### src/rtl/hkm_pkg.sv
`timescale 1ns / 1ps
package hkm_pkg;

   localparam int VERTICES_DEF  = 32;
   localparam int MAX_EDGES_DEF = 256;
   localparam int VERT_W        = 5;
   localparam int SIZE_W        = 6;
   localparam int CSR_W         = 5;
   localparam int REQ_TDATA_W   = 16;
   localparam int RSP_TDATA_W   = 24;

   // Datapath operations issued by the controller, at most one per cycle.
   typedef enum logic [4:0] {
      OP_NONE,
      OP_LOAD,
      OP_INIT_STEP,
      OP_BFS_POP,
      OP_BFS_READ,
      OP_BFS_CHECK,
      OP_AUG_START,
      OP_ROOT_SKIP,
      OP_ROOT_PUSH,
      OP_DFS_POP,
      OP_DFS_READ,
      OP_DFS_ADV,
      OP_DFS_PUSH,
      OP_UNW_READ,
      OP_UNW_WRITE,
      OP_ROOT_FOUND,
      OP_PHASE_END,
      OP_OUT_START,
      OP_EMIT
   } op_type;

   typedef struct packed {
      op_type op;
   } cmd_type;

   typedef struct packed {
      logic v_past_top;
      logic root_matched;
      logic queue_empty;
      logic scan_done;
      logic ptr_done;
      logic edge_hit;
      logic right_free;
      logic can_push;
      logic sp_one;
      logic sp_zero;
      logic found_zero;
      logic emit_ready;
      logic emit_last;
   } status_type;

endpackage

### src/rtl/hkm_ctrl.sv
`timescale 1ns / 1ps
module hkm_ctrl (
   input  logic                clock,
   input  logic                reset,
   input  logic                req_tvalid,
   input  logic                req_tlast,
   output logic                req_tready,
   input  hkm_pkg::status_type status,
   output hkm_pkg::cmd_type    cmd
);
   import hkm_pkg::*;

   typedef enum logic [11:0] {
      S_IDLE      = 12'b0000_0000_0001,
      S_INIT      = 12'b0000_0000_0010,
      S_BFS_POP   = 12'b0000_0000_0100,
      S_BFS_RD    = 12'b0000_0000_1000,
      S_BFS_CHK   = 12'b0000_0001_0000,
      S_AUG_START = 12'b0000_0010_0000,
      S_AUG_NEXT  = 12'b0000_0100_0000,
      S_DFS_TOP   = 12'b0000_1000_0000,
      S_DFS_CHK   = 12'b0001_0000_0000,
      S_UNW_RD    = 12'b0010_0000_0000,
      S_UNW_WR    = 12'b0100_0000_0000,
      S_EMIT      = 12'b1000_0000_0000
   } state_type;

   state_type state_ff, state_in;

   assign req_tready = (state_ff == S_IDLE);

   always_comb begin
      state_in = state_ff;
      cmd.op   = OP_NONE;
      case (state_ff)
         S_IDLE: begin
            if (req_tvalid) begin
               cmd.op = OP_LOAD;
               if (req_tlast) state_in = S_INIT;
            end
         end
         S_INIT: begin
            if (status.v_past_top) state_in = S_BFS_POP;
            else cmd.op = OP_INIT_STEP;
         end
         S_BFS_POP: begin
            if (status.queue_empty) begin
               state_in = S_AUG_START;
            end else begin
               cmd.op   = OP_BFS_POP;
               state_in = S_BFS_RD;
            end
         end
         S_BFS_RD: begin
            if (status.scan_done) begin
               state_in = S_BFS_POP;
            end else begin
               cmd.op   = OP_BFS_READ;
               state_in = S_BFS_CHK;
            end
         end
         S_BFS_CHK: begin
            cmd.op   = OP_BFS_CHECK;
            state_in = S_BFS_RD;
         end
         S_AUG_START: begin
            cmd.op   = OP_AUG_START;
            state_in = S_AUG_NEXT;
         end
         S_AUG_NEXT: begin
            if (status.v_past_top) begin
               if (status.found_zero) begin
                  cmd.op   = OP_OUT_START;
                  state_in = S_EMIT;
               end else begin
                  cmd.op   = OP_PHASE_END;
                  state_in = S_INIT;
               end
            end else if (status.root_matched) begin
               cmd.op = OP_ROOT_SKIP;
            end else begin
               cmd.op   = OP_ROOT_PUSH;
               state_in = S_DFS_TOP;
            end
         end
         S_DFS_TOP: begin
            if (status.ptr_done) begin
               cmd.op = OP_DFS_POP;
               if (status.sp_one) state_in = S_AUG_NEXT;
            end else begin
               cmd.op   = OP_DFS_READ;
               state_in = S_DFS_CHK;
            end
         end
         S_DFS_CHK: begin
            state_in = S_DFS_TOP;
            if (!status.edge_hit) cmd.op = OP_DFS_ADV;
            else if (status.right_free) state_in = S_UNW_RD;
            else if (status.can_push) cmd.op = OP_DFS_PUSH;
            else cmd.op = OP_DFS_ADV;
         end
         S_UNW_RD: begin
            if (status.sp_zero) begin
               cmd.op   = OP_ROOT_FOUND;
               state_in = S_AUG_NEXT;
            end else begin
               cmd.op   = OP_UNW_READ;
               state_in = S_UNW_WR;
            end
         end
         S_UNW_WR: begin
            cmd.op   = OP_UNW_WRITE;
            state_in = S_UNW_RD;
         end
         S_EMIT: begin
            if (status.emit_ready) begin
               cmd.op = OP_EMIT;
               if (status.emit_last) state_in = S_IDLE;
            end
         end
         default: state_in = S_IDLE;
      endcase
   end

   always_ff @(posedge clock) begin
      if (reset) state_ff <= S_IDLE;
      else state_ff <= state_in;
   end

endmodule

### config.mk
export PLATFORM = sky130hd
export DESIGN_NAME = hkm_ctrl
export DESIGN_NICKNAME = d
export VERILOG_FILES = /design/src/rtl/hkm_pkg.sv /design/src/rtl/hkm_ctrl.sv
export SDC_FILE = /design/constraint.sdc
export NUM_CORES = 1
export LEC_CHECK = 0
export BUFFER_PORTS_ARGS = -buffer_cell sky130_fd_sc_hd__clkbuf_2
export CORE_MARGIN = 10
export CORE_UTILIZATION = 25
export DETAILED_ROUTE_END_ITERATION = 6
export GPL_ROUTABILITY_DRIVEN = 0
export PLACE_DENSITY = 0.52
export SYNTH_ARGS = -nofsm -noshare
export SYNTH_HDL_FRONTEND = slang
export SYNTH_SLANG_ARGS = --single-unit
### constraint.sdc
create_clock -name clock -period 4.05 [get_ports clock]
set_clock_uncertainty 0.1 [all_clocks]
set_input_delay 0.2025 -clock clock [delete_from_list [all_inputs] [get_ports clock]]
set_output_delay 0.2025 -clock clock [all_outputs]
set_load 0.05 [all_outputs]
After elaboration in Yosys (flattened, before gate mapping)
Cells that the tools add are included.
Widths: inputs -> output; s select.

storage, ports and cells
  bits in registers = 12
  word-level logic and storage cells = 51

operators by class
  equality and inequality tests = 19
  reductions and logical operators = 1
  mux-type cells = 30

operators with widths
  operator              number
  $pmux 12 s12          1
  $mux 12               10
  $pmux 5 s12           1
  $mux 10               2
  $mux 5                3
  $eq 12x1->1 const B   1
  $eq 12x10->1 const B  1
  $eq 12x11->1 const B  1
  $eq 12x12->1 const B  1
  $eq 12x2->1 const B   1
  $eq 12x3->1 const B   1
  $eq 12x4->1 const B   1
  $eq 12x5->1 const B   1
  $eq 12x6->1 const B   1
  $eq 12x7->1 const B   1
  $eq 12x8->1 const B   1
  $eq 12x9->1 const B   1
  $mux 4                3
  $mux 11               1
  $ne 2x2->1 const B    5
  $mux 2                4
  $reduce_and 7->1      1
  $mux 3                2
  $mux 6                1
  2 further kinds       4

Logic depth before layout (Yosys ltp)
  depth in word-level cells = 4
  depth in mapped cells = 8

Worst setup path before layout
OpenSTA, ideal clock, no wires.

  path type = register to output
  start point = register state_ff[4]
  end point = output cmd[0] (netlist bit)
  cell stages (with the launch flop) = 7
  slack = 1.659 ns
  data required time = 3.748 ns
  arrival time = 2.088 ns
  cell sequence = dfxtp_1 -> buf_2 -> nor4_4 -> and2_1 -> and4b_1 -> a21oi_1 -> nand4_1

RTL lines
  element                 RTL line         text
  from (decl)             hkm_ctrl.sv:28   state_type state_ff, state_in;
  from (signal assigned)  hkm_ctrl.sv:127  else state_ff <= state_in;
  to (decl)               hkm_ctrl.sv:9    output hkm_pkg::cmd_type cmd

==> results.py <==
metrics = {
    "global_routing": {
        "grt_use_met3_pct": 2.208,
        "grt_overflow": 0,
        "use_met1_pct": 11.31,
        "grt_max_degree": 13,
        "first_global_vias": 1026,
        "grt_pass1_wl_mm": 4.850,
        "busiest_layer": "met2",
        "grt_usage_pct": 9.280,
        "met2_usage_pct": 14.14,
        "antenna_found_initial": 0,
    },
    "floorplanning": {
        "rows": 22,
        "die_h_um": 81.31,
        "coreArea_um2": 3661,
        "dieArea_um2": 6611,
        "io_pins": 23,
        "start_util_pct": 25.67,
        "die_w_um": 81.31,
    },
    "logic_synthesis": {
        "ys_ff_latch": 12,
        "synth_edf_count": 0,
        "seq_area_frac_synth_pct": 25.57,
        "synthCells": 120,
        "syn_nets": 137,
        "syn_avg_cell_area_um2": 7.830,
        "async_flop_share_pct": 0,
        "syn_area_um2": 939.7,
        "yosysUniqueCellTypes": 42,
        "yosys_warnings": 0,
        "yosys_most_used_dff": "dfxtp_1",
    },
    "cells_and_area": {
        "drive_above_1_share_pct": 23.02,
        "multi_input_area_um2": 655.6,
        "fillers": 386,
        "nNetsFinal": 158,
        "register_area_um2": 240.2,
        "top_regs": "state_ff x12",
        "largest_reg_flops": 12,
        "area_growth_pct": 19.04,
        "n_antenna_cell": 0,
        "regMostFlops": "state_ff",
    },
    "hold_path": {
        "worstHoldPathType": "in2reg",
    },
    "timing": {
        "tns_ps": 0,
        "fin_ws_ps": 1260,
        "rsz0062_at_grt": "no",
        "tightest_slew_ps": 630.6,
        "final_hold_viol_count": 0,
        "fin_crit_ps": 2790,
        "clock.fmax_mhz": 358.4,
        "setup_viol": 0,
        "worst_slew_margin_rel_pct": 57.64,
        "timing.final.crit_share_pct": 68.89,
        "slew_viol_final": 0,
    },
    "cts": {
        "cts_root_buf": "clkbuf_8",
        "clk_pin_slew_ps": 50,
        "cts.sinks": 12,
        "clock_latency_ps": 240,
        "clockBufferDepth": 2,
        "post_cts_buffers": 0,
        "post_cts_resized": 0,
        "htreeDepth": 1,
        "numCtsBuffers": 3,
        "cts_tree": "built",
        "cts-hold-fix-buffers": 0,
    },
    "flow_run": {
        "max_cap_viol_count": 0,
    },
    "route": {
        "drt_iter0_drc": 24,
        "drt_pass1_iterations": 4,
        "drc_errors": 0,
        "wl_per_cell_um": 15.60,
        "ant_nets": 0,
        "via_per_inst": 5.380,
        "drt_wl_total_mm": 2.917,
        "vias": 1006,
    },
    "power_and_ir_drop": {
        "power.leakage_nw": 0.4113,
        "p_per_area_nw_per_um2": 434.9,
        "vdd_drop_max_mv": 0.1925,
    },
    "place": {
        "hpwlAfterDp_mm": 2.382,
        "place_worst_setup_slack_ps": 1539,
        "portBuffers": 22,
    },
    "critical_path": {
        "crit_slowest_cell": "nor4_4",
        "worstPathCellList": "nor4_4 > nand3_1 > nor3b_1 > a21oi_1 > o2111ai_1 > clkbuf_2",
        "required_ps": 3750,
        "max_stage_delay_ps": 630,
        "crit_fanout": 12,
        "critPathArrivalTime_ps": 2490,
        "startpoint_type": "flip-flop",
        "worstSetupPathType": "reg2out",
        "critPathCaptureType": "output port",
    },
    "status": {
        "status": "completed",
    },
}
kinds of logic after synthesis:
family / share of synthesized area, %
xor gates and xnor gates: 3.729
DFF: 25.57
AOI/OAI and AO/OA: 15.85
and+or+nand+nor: 49.14
buffers and inverters: 4.661
muxes: 1.065
critical path, delay by kind of cell, from the launching register on:
family / cells / cell delay, ps
AND/OR/NAND/NOR: 3 / 1250
flip-flops: 1 / 380
AO/OA/AOI/OAI: 2 / 310
buffers and inverters: 1 / 310
layer usage:
| layer | wire [um] | up-vias |
|---|---|---|
| met5 | 0 | - |
| met4 | 108 | 0 |
| met3 | 163 | 11 |
| met2 | 1338 | 37 |
| met1 | 1307 | 468 |
| li1 | - | 490 |
synthesized netlist by cell type, drive strengths merged, types with 2 or more instances:
master | number | share of area [%]
xor2 | 2 | 1.9
clkbuf | 3 | 1.6
o211ai | 2 | 1.6
nand3 | 4 | 2.1
nand4b | 4 | 3.7
nand4 | 7 | 5.3
xnor2 | 2 | 1.9
buf | 3 | 1.9
nor4b | 3 | 2.8
nor3 | 4 | 2.1
nor4 | 4 | 7.5
a21oi | 8 | 4.7
dfxtp | 12 | 26
o21ai | 4 | 2.1
nor2 | 14 | 5.6
and4 | 2 | 1.9
nor2b | 4 | 2.7
nand2 | 14 | 5.6
nor3b | 6 | 5.3
inv | 3 | 1.2
path summary, 6_finish.rpt:
| kind | startpoint | depth (start not counted) | slack (ps) | endpoint |
|---|---|---|---|---|
| worst max-delay path | state_ff[0] | 6 | 1260 | cmd[1] |
| worst min-delay path | status[3] | 2 | 60 | state_ff[10] |
| worst max register to register | state_ff[0] | 6 | 1760 | state_ff[6] |
| worst min register to register | state_ff[7] | 2 | 540 | state_ff[8] |
cell type report:
class / instances / area share, %
multi-input cells: 99 / 58.61
flip-flops and latches: 12 / 21.48
well taps: 48 / 5.369
clock buffers: 3 / 3.691
repair buffers: 22 / 9.843
inverters: 3 / 1.007
report_power, final:
| group | total (mW) | internal [mW] | switching [mW] |
|---|---|---|---|
| sequential | 0.151 | 0.129 | 0.0222 |
| clock | 0.111 | 0.0657 | 0.0448 |
| combinational | 0.225 | 0.0822 | 0.143 |
cell usage in the layout, fill, tap and decap left out, drive strengths merged:
master   netlist  routed
a32oi          1       1
and3           1       1
o211ai         2       2
nand4b         4       4
and4           2       2
nand2b         1       1
nor2          14      14
o21ai          4       4
a21boi         1       1
and2           1       1
xor2           2       2
a221o          1       1
nor3           4       4
o2111ai        1       1
inv            3       3
clkbuf         3      25
or2            1       1
nor4b          3       3
and4b          1       1
a21oi          8       8
nand4          7       7
nor3b          6       6
or3            1       1
nand3          4       4
o21bai         1       1
xnor2          2       2
nor4           4       4
dfxtp         12      12
a21bo          1       1
o41a           1       1
nand2         14      14
a31oi          1       1
mux2i          1       1
nor2b          4       4
per-stage QoR:
| stage | utilization [%] | instance area, um2 | power (mW) | hold slack (ps) | instances |
|---|---|---|---|---|---|
| 2_1_floorplan | - | 939.7 | 0.3243 | 178.6 | 120 |
| 3_3_place_gp | 29.43 | 1077 | 0.3730 | 300.2 | 184 |
| 3_5_place_dp | 29.43 | 1077 | 0.3775 | 304.7 | 184 |
| 4_1_cts | 30.55 | 1119 | 0.4892 | 53.33 | 187 |
| 5_1_grt | 30.55 | 1119 | 0.5179 | 77.30 | 187 |
| 6_report | 30.55 | 1119 | 0.4865 | 57.45 | 187 |
Note: power is estimated with default switching activity, not from simulation.
