`src/rtl/hkm_pkg.sv`:
```
`timescale 1ns / 1ps
package hkm_pkg;

   localparam int VERTICES_DEF  = 32;
   localparam int MAX_EDGES_DEF = 256;
   localparam int VERT_W        = 5;
   localparam int SIZE_W        = 6;
   localparam int CSR_W         = 5;
   localparam int REQ_TDATA_W   = 16;
   localparam int RSP_TDATA_W   = 24;

   // Datapath operations issued by the controller, at most one per cycle.
   typedef enum logic [4:0] {
      OP_NONE,
      OP_LOAD,
      OP_INIT_STEP,
      OP_BFS_POP,
      OP_BFS_READ,
      OP_BFS_CHECK,
      OP_AUG_START,
      OP_ROOT_SKIP,
      OP_ROOT_PUSH,
      OP_DFS_POP,
      OP_DFS_READ,
      OP_DFS_ADV,
      OP_DFS_PUSH,
      OP_UNW_READ,
      OP_UNW_WRITE,
      OP_ROOT_FOUND,
      OP_PHASE_END,
      OP_OUT_START,
      OP_EMIT
   } op_type;

   typedef struct packed {
      op_type op;
   } cmd_type;

   typedef struct packed {
      logic v_past_top;
      logic root_matched;
      logic queue_empty;
      logic scan_done;
      logic ptr_done;
      logic edge_hit;
      logic right_free;
      logic can_push;
      logic sp_one;
      logic sp_zero;
      logic found_zero;
      logic emit_ready;
      logic emit_last;
   } status_type;

endpackage

```
`src/rtl/hkm_dp.sv`:
```
`timescale 1ns / 1ps
module hkm_dp #(
   parameter int VERTICES  = hkm_pkg::VERTICES_DEF,
   parameter int MAX_EDGES = hkm_pkg::MAX_EDGES_DEF
) (
   input  logic                            clock,
   input  logic                            reset,
   input  hkm_pkg::cmd_type                cmd,
   output hkm_pkg::status_type             status,
   input  logic [hkm_pkg::VERT_W-1:0]      left_vertex,
   input  logic [hkm_pkg::VERT_W-1:0]      right_vertex,
   input  logic                            edge_valid,
   input  logic                            last,
   input  logic [hkm_pkg::CSR_W-1:0]       last_left_vertex,
   input  logic                            rsp_tready,
   output logic                            rsp_tvalid,
   output logic [hkm_pkg::RSP_TDATA_W-1:0] rsp_tdata,
   output logic                            rsp_tlast
);
   import hkm_pkg::*;

   localparam int VW = $clog2(VERTICES);
   localparam int CW = VW + 1;
   localparam int DW = VW + 1;
   localparam int AW = $clog2(MAX_EDGES);
   localparam int EW = $clog2(MAX_EDGES + 1);
   localparam logic [DW-1:0] FAR_LAYER = '1;

   logic [2*VW-1:0] edge_mem [MAX_EDGES];
   logic [2*VW-1:0] rd_data_ff;
   logic [AW-1:0]   rd_addr;
   logic            rd_en;

   logic [EW-1:0] edge_cnt_ff;
   logic          ovf_ff;
   logic [VW-1:0] top_ff;
   logic [VW-1:0] lp_ff    [VERTICES];
   logic [VW-1:0] rp_ff    [VERTICES];
   logic [VERTICES-1:0] rm_ff, lm_ff;
   logic [DW-1:0] dist_ff  [VERTICES];
   logic [EW-1:0] ep_ff    [VERTICES];
   logic [VW-1:0] queue_ff [VERTICES];
   logic [VW-1:0] stack_ff [VERTICES];
   logic [CW-1:0] v_ff, head_ff, tail_ff, sp_ff, found_ff, total_ff;
   logic [EW-1:0] k_ff;
   logic [VW-1:0] s_ff, t_ff;

   logic              out_valid_ff;
   logic [VERT_W-1:0] out_index_ff, out_partner_ff;
   logic              out_pv_ff, out_ovf_ff, out_last_ff;
   logic [SIZE_W-1:0] out_size_ff;

   logic [VW-1:0] v_idx, s_top, below_top, el, er, w, lv, rv;
   logic [CW-1:0] sp_m1, sp_m2;
   logic [EW-1:0] cur_ptr;
   logic [VW-1:0] top_c;
   logic          load_edge, bfs_take;

   assign v_idx     = v_ff[VW-1:0];
   assign sp_m1     = sp_ff - 1'b1;
   assign sp_m2     = sp_ff - CW'(2);
   assign s_top     = stack_ff[sp_m1[VW-1:0]];
   assign below_top = stack_ff[sp_m2[VW-1:0]];
   assign cur_ptr   = ep_ff[s_top];
   assign el        = rd_data_ff[VW-1:0];
   assign er        = rd_data_ff[2*VW-1:VW];
   assign w         = rp_ff[er];
   assign lv        = VW'(left_vertex);
   assign rv        = VW'(right_vertex);
   assign top_c     = (32'(last_left_vertex) < VERTICES) ? VW'(last_left_vertex)
                                                         : VW'(VERTICES - 1);
   assign load_edge = edge_valid && (32'(left_vertex) < VERTICES)
                      && (32'(right_vertex) < VERTICES);
   assign bfs_take  = (el == s_ff) && rm_ff[er] && (w <= top_ff)
                      && (dist_ff[w] == FAR_LAYER) && (tail_ff < CW'(VERTICES));

   always_comb begin
      status.v_past_top   = v_ff > CW'(top_ff);
      status.root_matched = lm_ff[v_idx];
      status.queue_empty  = head_ff == tail_ff;
      status.scan_done    = k_ff == edge_cnt_ff;
      status.ptr_done     = cur_ptr >= edge_cnt_ff;
      status.edge_hit     = el == s_top;
      status.right_free   = !rm_ff[er];
      status.can_push     = (w <= top_ff) && (dist_ff[w] == DW'(dist_ff[s_top] + 1'b1))
                            && (sp_ff < CW'(VERTICES));
      status.sp_one       = sp_ff == CW'(1);
      status.sp_zero      = sp_ff == '0;
      status.found_zero   = found_ff == '0;
      status.emit_ready   = !out_valid_ff || rsp_tready;
      status.emit_last    = v_idx == top_ff;
   end

   always_comb begin
      rd_en   = 1'b0;
      rd_addr = '0;
      case (cmd.op)
         OP_BFS_READ: begin rd_en = 1'b1; rd_addr = AW'(k_ff);    end
         OP_DFS_READ: begin rd_en = 1'b1; rd_addr = AW'(cur_ptr); end
         OP_UNW_READ: begin rd_en = 1'b1; rd_addr = AW'(cur_ptr); end
         default: rd_en = 1'b0;
      endcase
   end

   always_ff @(posedge clock) begin
      if (cmd.op == OP_LOAD && load_edge && edge_cnt_ff < EW'(MAX_EDGES))
         edge_mem[edge_cnt_ff[AW-1:0]] <= {rv, lv};
      if (rd_en) rd_data_ff <= edge_mem[rd_addr];
   end

   always_ff @(posedge clock) begin
      if (reset) begin
         edge_cnt_ff  <= '0;
         ovf_ff       <= 1'b0;
         rm_ff        <= '0;
         lm_ff        <= '0;
         out_valid_ff <= 1'b0;
         v_ff         <= '0;
         head_ff      <= '0;
         tail_ff      <= '0;
         sp_ff        <= '0;
         found_ff     <= '0;
         total_ff     <= '0;
         k_ff         <= '0;
         top_ff       <= '0;
      end else begin
         if (cmd.op != OP_EMIT && out_valid_ff && rsp_tready) out_valid_ff <= 1'b0;
         case (cmd.op)
            OP_LOAD: begin
               if (load_edge) begin
                  if (edge_cnt_ff < EW'(MAX_EDGES)) edge_cnt_ff <= edge_cnt_ff + 1'b1;
                  else ovf_ff <= 1'b1;
               end
               if (last) begin
                  top_ff   <= top_c;
                  rm_ff    <= '0;
                  lm_ff    <= '0;
                  total_ff <= '0;
                  v_ff     <= '0;
                  head_ff  <= '0;
                  tail_ff  <= '0;
               end
            end
            OP_INIT_STEP: begin
               if (lm_ff[v_idx]) begin
                  dist_ff[v_idx] <= FAR_LAYER;
               end else begin
                  dist_ff[v_idx]              <= '0;
                  queue_ff[tail_ff[VW-1:0]]   <= v_idx;
                  tail_ff                     <= tail_ff + 1'b1;
               end
               v_ff <= v_ff + 1'b1;
            end
            OP_BFS_POP: begin
               s_ff    <= queue_ff[head_ff[VW-1:0]];
               head_ff <= head_ff + 1'b1;
               k_ff    <= '0;
            end
            OP_BFS_READ: k_ff <= k_ff + 1'b1;
            OP_BFS_CHECK: begin
               if (bfs_take) begin
                  dist_ff[w]                <= DW'(dist_ff[s_ff] + 1'b1);
                  queue_ff[tail_ff[VW-1:0]] <= w;
                  tail_ff                   <= tail_ff + 1'b1;
               end
            end
            OP_AUG_START: begin
               for (int i = 0; i < VERTICES; i++) ep_ff[i] <= '0;
               v_ff     <= '0;
               found_ff <= '0;
            end
            OP_ROOT_SKIP: v_ff <= v_ff + 1'b1;
            OP_ROOT_PUSH: begin
               stack_ff[0] <= v_idx;
               sp_ff       <= CW'(1);
            end
            OP_DFS_POP: begin
               sp_ff <= sp_m1;
               if (sp_ff == CW'(1)) v_ff <= v_ff + 1'b1;
               else ep_ff[below_top] <= ep_ff[below_top] + 1'b1;
            end
            OP_DFS_ADV: ep_ff[s_top] <= cur_ptr + 1'b1;
            OP_DFS_PUSH: begin
               stack_ff[sp_ff[VW-1:0]] <= w;
               sp_ff                   <= sp_ff + 1'b1;
            end
            OP_UNW_READ: begin
               t_ff  <= s_top;
               sp_ff <= sp_m1;
            end
            OP_UNW_WRITE: begin
               lp_ff[t_ff] <= er;
               rp_ff[er]   <= t_ff;
               rm_ff[er]   <= 1'b1;
               lm_ff[t_ff] <= 1'b1;
            end
            OP_ROOT_FOUND: begin
               found_ff <= found_ff + 1'b1;
               v_ff     <= v_ff + 1'b1;
            end
            OP_PHASE_END: begin
               total_ff <= total_ff + found_ff;
               v_ff     <= '0;
               head_ff  <= '0;
               tail_ff  <= '0;
            end
            OP_OUT_START: v_ff <= '0;
            OP_EMIT: begin
               out_valid_ff   <= 1'b1;
               out_index_ff   <= VERT_W'(v_idx);
               out_partner_ff <= lm_ff[v_idx] ? VERT_W'(lp_ff[v_idx]) : '0;
               out_pv_ff      <= lm_ff[v_idx];
               out_size_ff    <= SIZE_W'(total_ff);
               out_ovf_ff     <= ovf_ff;
               out_last_ff    <= v_idx == top_ff;
               v_ff           <= v_ff + 1'b1;
               if (v_idx == top_ff) begin
                  edge_cnt_ff <= '0;
                  ovf_ff      <= 1'b0;
               end
            end
            default: v_ff <= v_ff;
         endcase
      end
   end

   assign rsp_tvalid = out_valid_ff;
   assign rsp_tlast  = out_last_ff;
   assign rsp_tdata  = {6'b0, out_ovf_ff, out_size_ff, out_pv_ff, out_partner_ff,
                        out_index_ff};

   a_stack_bound: assert property (@(posedge clock) disable iff (reset)
      sp_ff <= CW'(VERTICES)) else $error("path stack overran");
   a_queue_order: assert property (@(posedge clock) disable iff (reset)
      head_ff <= tail_ff && tail_ff <= CW'(VERTICES)) else $error("search queue corrupt");
   a_edge_bound: assert property (@(posedge clock) disable iff (reset)
      edge_cnt_ff <= EW'(MAX_EDGES)) else $error("edge count beyond capacity");
   a_unwind_match: assert property (@(posedge clock) disable iff (reset)
      cmd.op == OP_UNW_WRITE |=> lm_ff[$past(t_ff)] && rm_ff[$past(er)])
      else $error("augmenting path not recorded");

endmodule
```
`config.mk`:
```
export PLATFORM = sky130hd
export DESIGN_NAME = hkm_dp
export DESIGN_NICKNAME = d
export VERILOG_FILES = /design/src/rtl/hkm_pkg.sv /design/src/rtl/hkm_dp.sv
export SDC_FILE = /design/constraint.sdc
export NUM_CORES = 2
export LEC_CHECK = 0
export ABC_CLOCK_PERIOD_IN_PS = 8000
export BUFFER_PORTS_ARGS = -buffer_cell sky130_fd_sc_hd__buf_2
export CAP_MARGIN = 20
export CORE_MARGIN = 5
export CORE_UTILIZATION = 55
export DETAILED_ROUTE_END_ITERATION = 6
export MAX_ROUTING_LAYER = met4
export PLACE_DENSITY = 0.81
export SLEW_MARGIN = 5
export SYNTH_ARGS = -nofsm -noshare
export SYNTH_HDL_FRONTEND = slang
export SYNTH_SLANG_ARGS = --single-unit
```
`constraint.sdc`:
```
create_clock -name clock -period 8 [get_ports clock]
set_input_delay 1.6 -clock clock [delete_from_list [all_inputs] [get_ports clock]]
set_output_delay 1.6 -clock clock [all_outputs]
set_load 0.03 [all_outputs]
```
Word-level counts from Yosys, hierarchy flattened
Memory sizes are Yosys's and may differ from the RTL's. A register that Yosys moved wholly into a read port is not among the register bits.
Index checks and enable logic that the tools add are counted.
- memories kept: 7
- word-level logic and storage cells: 220
- flip-flop bits (word level): 144
- RAM bits: 3680
- output and inout bits: 39
- memories (name ; words ; width ; read ports ; clocked after Yosys merged registers in ; write ports ; RTL line ; source):
    edge_mem ; 256 ; 10 ; 1 ; 1 ; 1 ; hkm_dp.sv:29 ; logic [2*VW-1:0] edge_mem [MAX_EDGES];
    ep_ff ; 32 ; 9 ; 2 ; 0 ; 32 ; hkm_dp.sv:41 ; logic [EW-1:0] ep_ff [VERTICES];
    dist_ff ; 32 ; 6 ; 3 ; 0 ; 1 ; hkm_dp.sv:40 ; logic [DW-1:0] dist_ff [VERTICES];
    lp_ff ; 32 ; 5 ; 1 ; 1 ; 1 ; hkm_dp.sv:37 ; logic [VW-1:0] lp_ff [VERTICES];
    queue_ff ; 32 ; 5 ; 1 ; 1 ; 1 ; hkm_dp.sv:42 ; logic [VW-1:0] queue_ff [VERTICES];
    rp_ff ; 32 ; 5 ; 1 ; 0 ; 1 ; hkm_dp.sv:38 ; logic [VW-1:0] rp_ff [VERTICES];
    1 more memories ; - ; - ; - ; - ; - ; - ;
- $add $sub $neg: 14
- bitwise operators: 5
- reductions and logical operators: 48
- multiplexer cells: 81
- eq/ne operators: 35
- magnitude comparators: 11
- operators with widths (kind ; count):
    $pmux 32 s2 ; 2
    $or 32x32->32 ; 2
    $pmux 6 s4 ; 2
    $mux 1 ; 47
    $mux 9 ; 5
    $add 6x1->6 const B ; 7
    $eq 5x4->1 const B ; 8
    $add 9x1->9 const B ; 4
    $mux 6 ; 6
    $pmux 6 s3 ; 2
    $pmux 9 s2 ; 2
    $mux 32 ; 1
    $mux 5 ; 6
    $pmux 6 s2 ; 2
    $eq 5x3->1 const B ; 4
    $lt 5x6->1 const B ; 3
    $reduce_or 9->1 ; 2
    $pmux 8 s2 ; 1
    $eq 5x5->1 ; 3
    $eq 5x5->1 const B ; 3
    $ne 2x2->1 const B ; 7
    $reduce_and 2->1 ; 7
    $eq 6x6->1 ; 2
    $logic_and 1x1->1 ; 12
    34 further kinds ; 54

Longest topological paths before layout
- depth after elaboration: 12
- depth in mapped cells: 33
- gate-level depth less buffers: 24

Worst setup path after synthesis
Ideal clock, no wire load.
- kind: reg2out
- start point: register sp_ff[1]
- end point: output port status[5] (netlist name)
- data arrival time: 7.046 ns
- required time: 6.400 ns
- slack: -0.646 ns
- stages on the path, launching flop included: 31
- cells stage by stage: dfxtp_1 -> buf_2 -> buf_1 -> clkbuf_1 -> clkbuf_1 -> inv_1 -> ha_1 -> buf_4 -> buf_6 -> buf_4 -> mux2i_1 -> nand3_1 -> nand4_1 -> a22oi_2 -> nand2_2 -> inv_2 -> buf_6 -> buf_6 -> buf_6 -> buf_6 -> mux2i_1 -> mux2i_1 -> mux2i_1 -> mux2i_1 -> mux2_2 -> ha_1 -> and2_1 -> or4_1 -> a21boi_1 -> o21ai_0 -> a2111oi_0
- RTL lines (item ; RTL line ; source):
    from (decl) ; hkm_dp.sv:44 ; logic [CW-1:0] v_ff, head_ff, tail_ff, sp_ff, found_ff, total_ff;
    from (signal assigned) ; hkm_dp.sv:178 ; sp_ff <= sp_m1;
    from (signal assigned) ; hkm_dp.sv:185 ; sp_ff <= sp_ff + 1'b1;
    from (signal assigned) ; hkm_dp.sv:189 ; sp_ff <= sp_m1;
    to (decl) ; hkm_dp.sv:9 ; output hkm_pkg::status_type status,

==> flow_summary_export.csv <==
group,metric,value,unit
run_status,status,"complete, but fails checks",
run_status,violations,"DRC",
yosys,synth_edf_count,3719,
timing,max_freq,125,MHz
pwr,p_sw_frac,0.254,
global_route,grt_max_degree,185,
yosys,async_reset_ff_frac,0,
cts,h-tree-depth,5,
cts,cts_tree,"done",
timing,worst_pin_slew,1410,ps
global_route,gr-total-overflow,0,
timing,slew_headroom,0.0589,
yosys,synth-simple-area-share,0.129,
pwr,internal_power,33.8,mW
timing,finalMaxSlewViolations,0,
worst_setup_path,critical_path_buf_inv_count,6,
worst_setup_path,cpPeakStageDelay,370,ps
finish,drive_above_1_share,0.130,
place,port_buffers,57,
pwr,leakage,63.4,nW
finish,n_fill_cell,21000,
worst_setup_path,slowest_stage,"dfxtp_4",
detailed_routing,dr.first_iter.drc_count,20800,
floorplan,rows,201,
cts,cts_root_buf,"clkbuf_16",
yosys,synth_flop_cell,"edfxtp_1",
worst_setup_path,crit_top_cell,"buf_4",
yosys,ys_ff_latch,3844,
yosys,synthesis.area,0.165,mm^2
pwr,power.switching,11.5,mW
detailed_routing,num_vias,112000,
detailed_routing,drt-total-wl,503,mm
floorplan,dieArea,0.311,mm^2
yosys,synth_mux_area_frac,0.0904,
worst_setup_path,path_class,"reg2out",
yosys,synth_top_family_by_area,"simple AND/OR/NAND/NOR gates",
worst_setup_path,path_delay_family,"compound AO/OA/AOI/OAI gates",
yosys,avgSynthCellArea,13.6,um^2
global_route,grt_pass1_vias,106000,
timing,finalCritPeriodShare,0.996,
timing,finalCriticalPeriod,7970,ps
yosys,ys_types,111,
global_route,grt_pass1_wl,725,mm
worst_setup_path,worstPathArrival,6370,ps
detailed_routing,avgRoutedWirePerCell,30.3,um
cts,cts_hold_buffers,0,
cts,clk_latency,990,ps
cts,cts_made_buffers,375,
place,pre_cts_ws,146,ps
detailed_routing,drc,17,
finish,final_common_cell,"edfxtp_1",
global_route,grt_use_total,0.325,
place,dp.final_hpwl,308,mm
floorplan,ioPinCount,64,
worst_setup_path,path_max_fanout,15,
finish,layout_common_cells,"edfxtp_1 (3719), nand2_1 (2375), nand3_1 (1014)",
pwr,clockPowerShare,0.394,
cts,numClockSinks,3844,
worst_setup_path,worst-path-stages,28,
timing,rsz0062_at_grt,"true",
floorplan,die_x,558,um
detailed_routing,via_per_inst,6.75,
worst_setup_path,start_kind,"register",
finish,synthToLayoutAreaGrowth,11.4,%
yosys,synth-compound-area-share,0.0531,
pwr,ir_drop,0.228,mV
yosys,yosysSeqAreaShare,0.691,
timing,postLayoutSetupSlackWorst,29.5,ps
worst_setup_path,worstPathRequired,6400,ps
pwr,p_seq_frac,0.487,
hold_path,hold_path.class,"reg2reg",
timing,finalSetupViolCount,0,
pwr,power_density,246,mW/mm^2
yosys,yosys_warnings,0,
timing,hold_viol,0,
run,maxCapViolCount,0,
floorplan,initial_core_util,0.551,
cts,cts.clk_slew.worst_paths,60,ps
yosys,synth_xor_xnor_area_share,0.00411,
detailed_routing,ant_nets,0,
yosys,synthCells,12200,
global_route,antenna_found_initial,29,
floorplan,die_h,558,um
hold_path,whs_path_depth,2,
worst_setup_path,reg2regPathDepth,25,
timing,finClkSkew,151,ps
floorplan,coreArea,0.300,mm^2
finish,final_util,0.615,
pwr,comb_power_share,0.120,
place,gp_congestion,1.00,
cts,clk_path_buf_depth,4,
worst_setup_path,crit_path_end_kind,"output pin",
detailed_routing,first_pass_iters,7,
finish,nets,12400,
yosys,synth_fa_ha_area_frac,0.00361,
## layout make-up
class | count | area [um^2] | share of cell area
Antenna cell | 50 | 125 | 0.000680
Multi-Input combinational cell | 7450 | 46800 | 0.254
Sequential cell | 3844 | 114000 | 0.620
Timing Repair Buffer | 567 | 5430 | 0.0295
Clock buffer | 469 | 10000 | 0.0544
Inverter | 50 | 226 | 0.00123
Clock inverter | 217 | 2280 | 0.0124
Tap cell | 3958 | 4950 | 0.0269
Timing Repair inverter | 3 | 26.3 | 0.000143
## power groups by stage
stage                     clock (mW)  combinational, mW  sequential [mW]
after floorplan                    0               3.08             22.5
after global placement             0               4.95             22.5
after detailed placement           0               5.01             22.5
after CTS                       17.8               5.15             22.0
after global routing            18.7               5.55             22.0
final                           17.8               5.42             22.0
## Yosys cell counts (26+ instances only)
library cell,number,area share
a211oi_1,73,0.0033
a21oi_1,401,0.012
a22oi_1,46,0.0021
a311oi_1,58,0.0031
a31oi_1,183,0.0069
a32oi_1,83,0.0044
and3_1,152,0.0058
buf_1,58,0.0013
buf_2,416,0.013
buf_4,136,0.0062
buf_6,34,0.0023
clkbuf_1,195,0.0044
dfxtp_1,125,0.015
edfxtp_1,3719,0.68
ha_1,46,0.0035
inv_1,43,0.00098
mux2_2,52,0.0035
mux2i_1,738,0.045
mux4_2,306,0.042
nand2_1,2388,0.054
nand3_1,1018,0.031
nand4_1,140,0.0053
nor2_1,895,0.020
nor2b_1,75,0.0028
nor3_1,41,0.0012
nor4_1,42,0.0016
o2111ai_1,26,0.0014
o211ai_1,55,0.0025
o21ai_0,162,0.0049
xnor2_1,48,0.0025
## metal layers
| metal | share of wire | vias to the layer above | GRT usage |
|---|---|---|---|
| met3 | 0.15 | 1868 | 0.0950 |
| met2 | 0.45 | 9585 | 0.475 |
| met1 | 0.34 | 54500 | 0.420 |
| met4 | 0.061 | 0 | 0.156 |
| li1 | - | 46100 | - |
| met5 | 0 | - | - |
## sequential cells by signal, summed over array words and instances, names as in the netlist, 6 cells and up
register     count
edge_mem      2560
ep_ff          288
dist_ff        192
lp_ff          160
queue_ff       160
rp_ff          160
stack_ff       160
lm_ff           32
rm_ff           32
rd_data_ff      10
edge_cnt_ff      9
k_ff             9
found_ff         6
head_ff          6
out_size_ff      6
sp_ff            6
tail_ff          6
total_ff         6
v_ff             6
## stage by stage
stage                     power, mW  area [um^2]  setup TNS (ps)  hold slack [ps]  cells
after detailed placement       27.5       171000               0              455  15800
final                          45.3       184000               0              467  16600
after global placement         27.4       171000               0              442  15800
after CTS                      45.0       183000               0              470  16500
after floorplan                25.5       165000               0              409  12200
after global routing           46.3       184000           -85.1              490  16600
## timing repair
| item | in CTS | in global routing |
|---|---|---|
| pin swaps | 9 | 14 |
| setup endpoints to repair | 2 | 2 |
| gates cloned | 5 | 1 |
| resized for setup | 32 | 24 |
| buffers inserted | 14 | 14 |
## kinds of logic (layout without fill, tap and decap cells)
kind of cell,Yosys count,in the layout
other,1,56
buffers and inverters,890,1306
AOI/OAI and AO/OA,1311,1311
muxes,1102,1102
DFF,3844,3844
xor gates and xnor gates,72,72
adders and majority gates,47,47
and+or+nand+nor,4912,4912
## final timing paths
| check | endpoint | start | slack, ps |
|---|---|---|---|
| max reg2reg | rd_data_ff[6] | sp_ff[0] | 260 |
| min | lm_ff[31] | lm_ff[31] | 470 |
| max | status[8] | sp_ff[0] | 30 |
| min reg2reg | lm_ff[31] | lm_ff[31] | 470 |
## tightest hold or removal path, cell delays in order (launching register included)
cell and delay [ps]:
dfxtp_1 320, a21oi_1 40, nor2_1 70
Power figures use the tool's default switching activity.
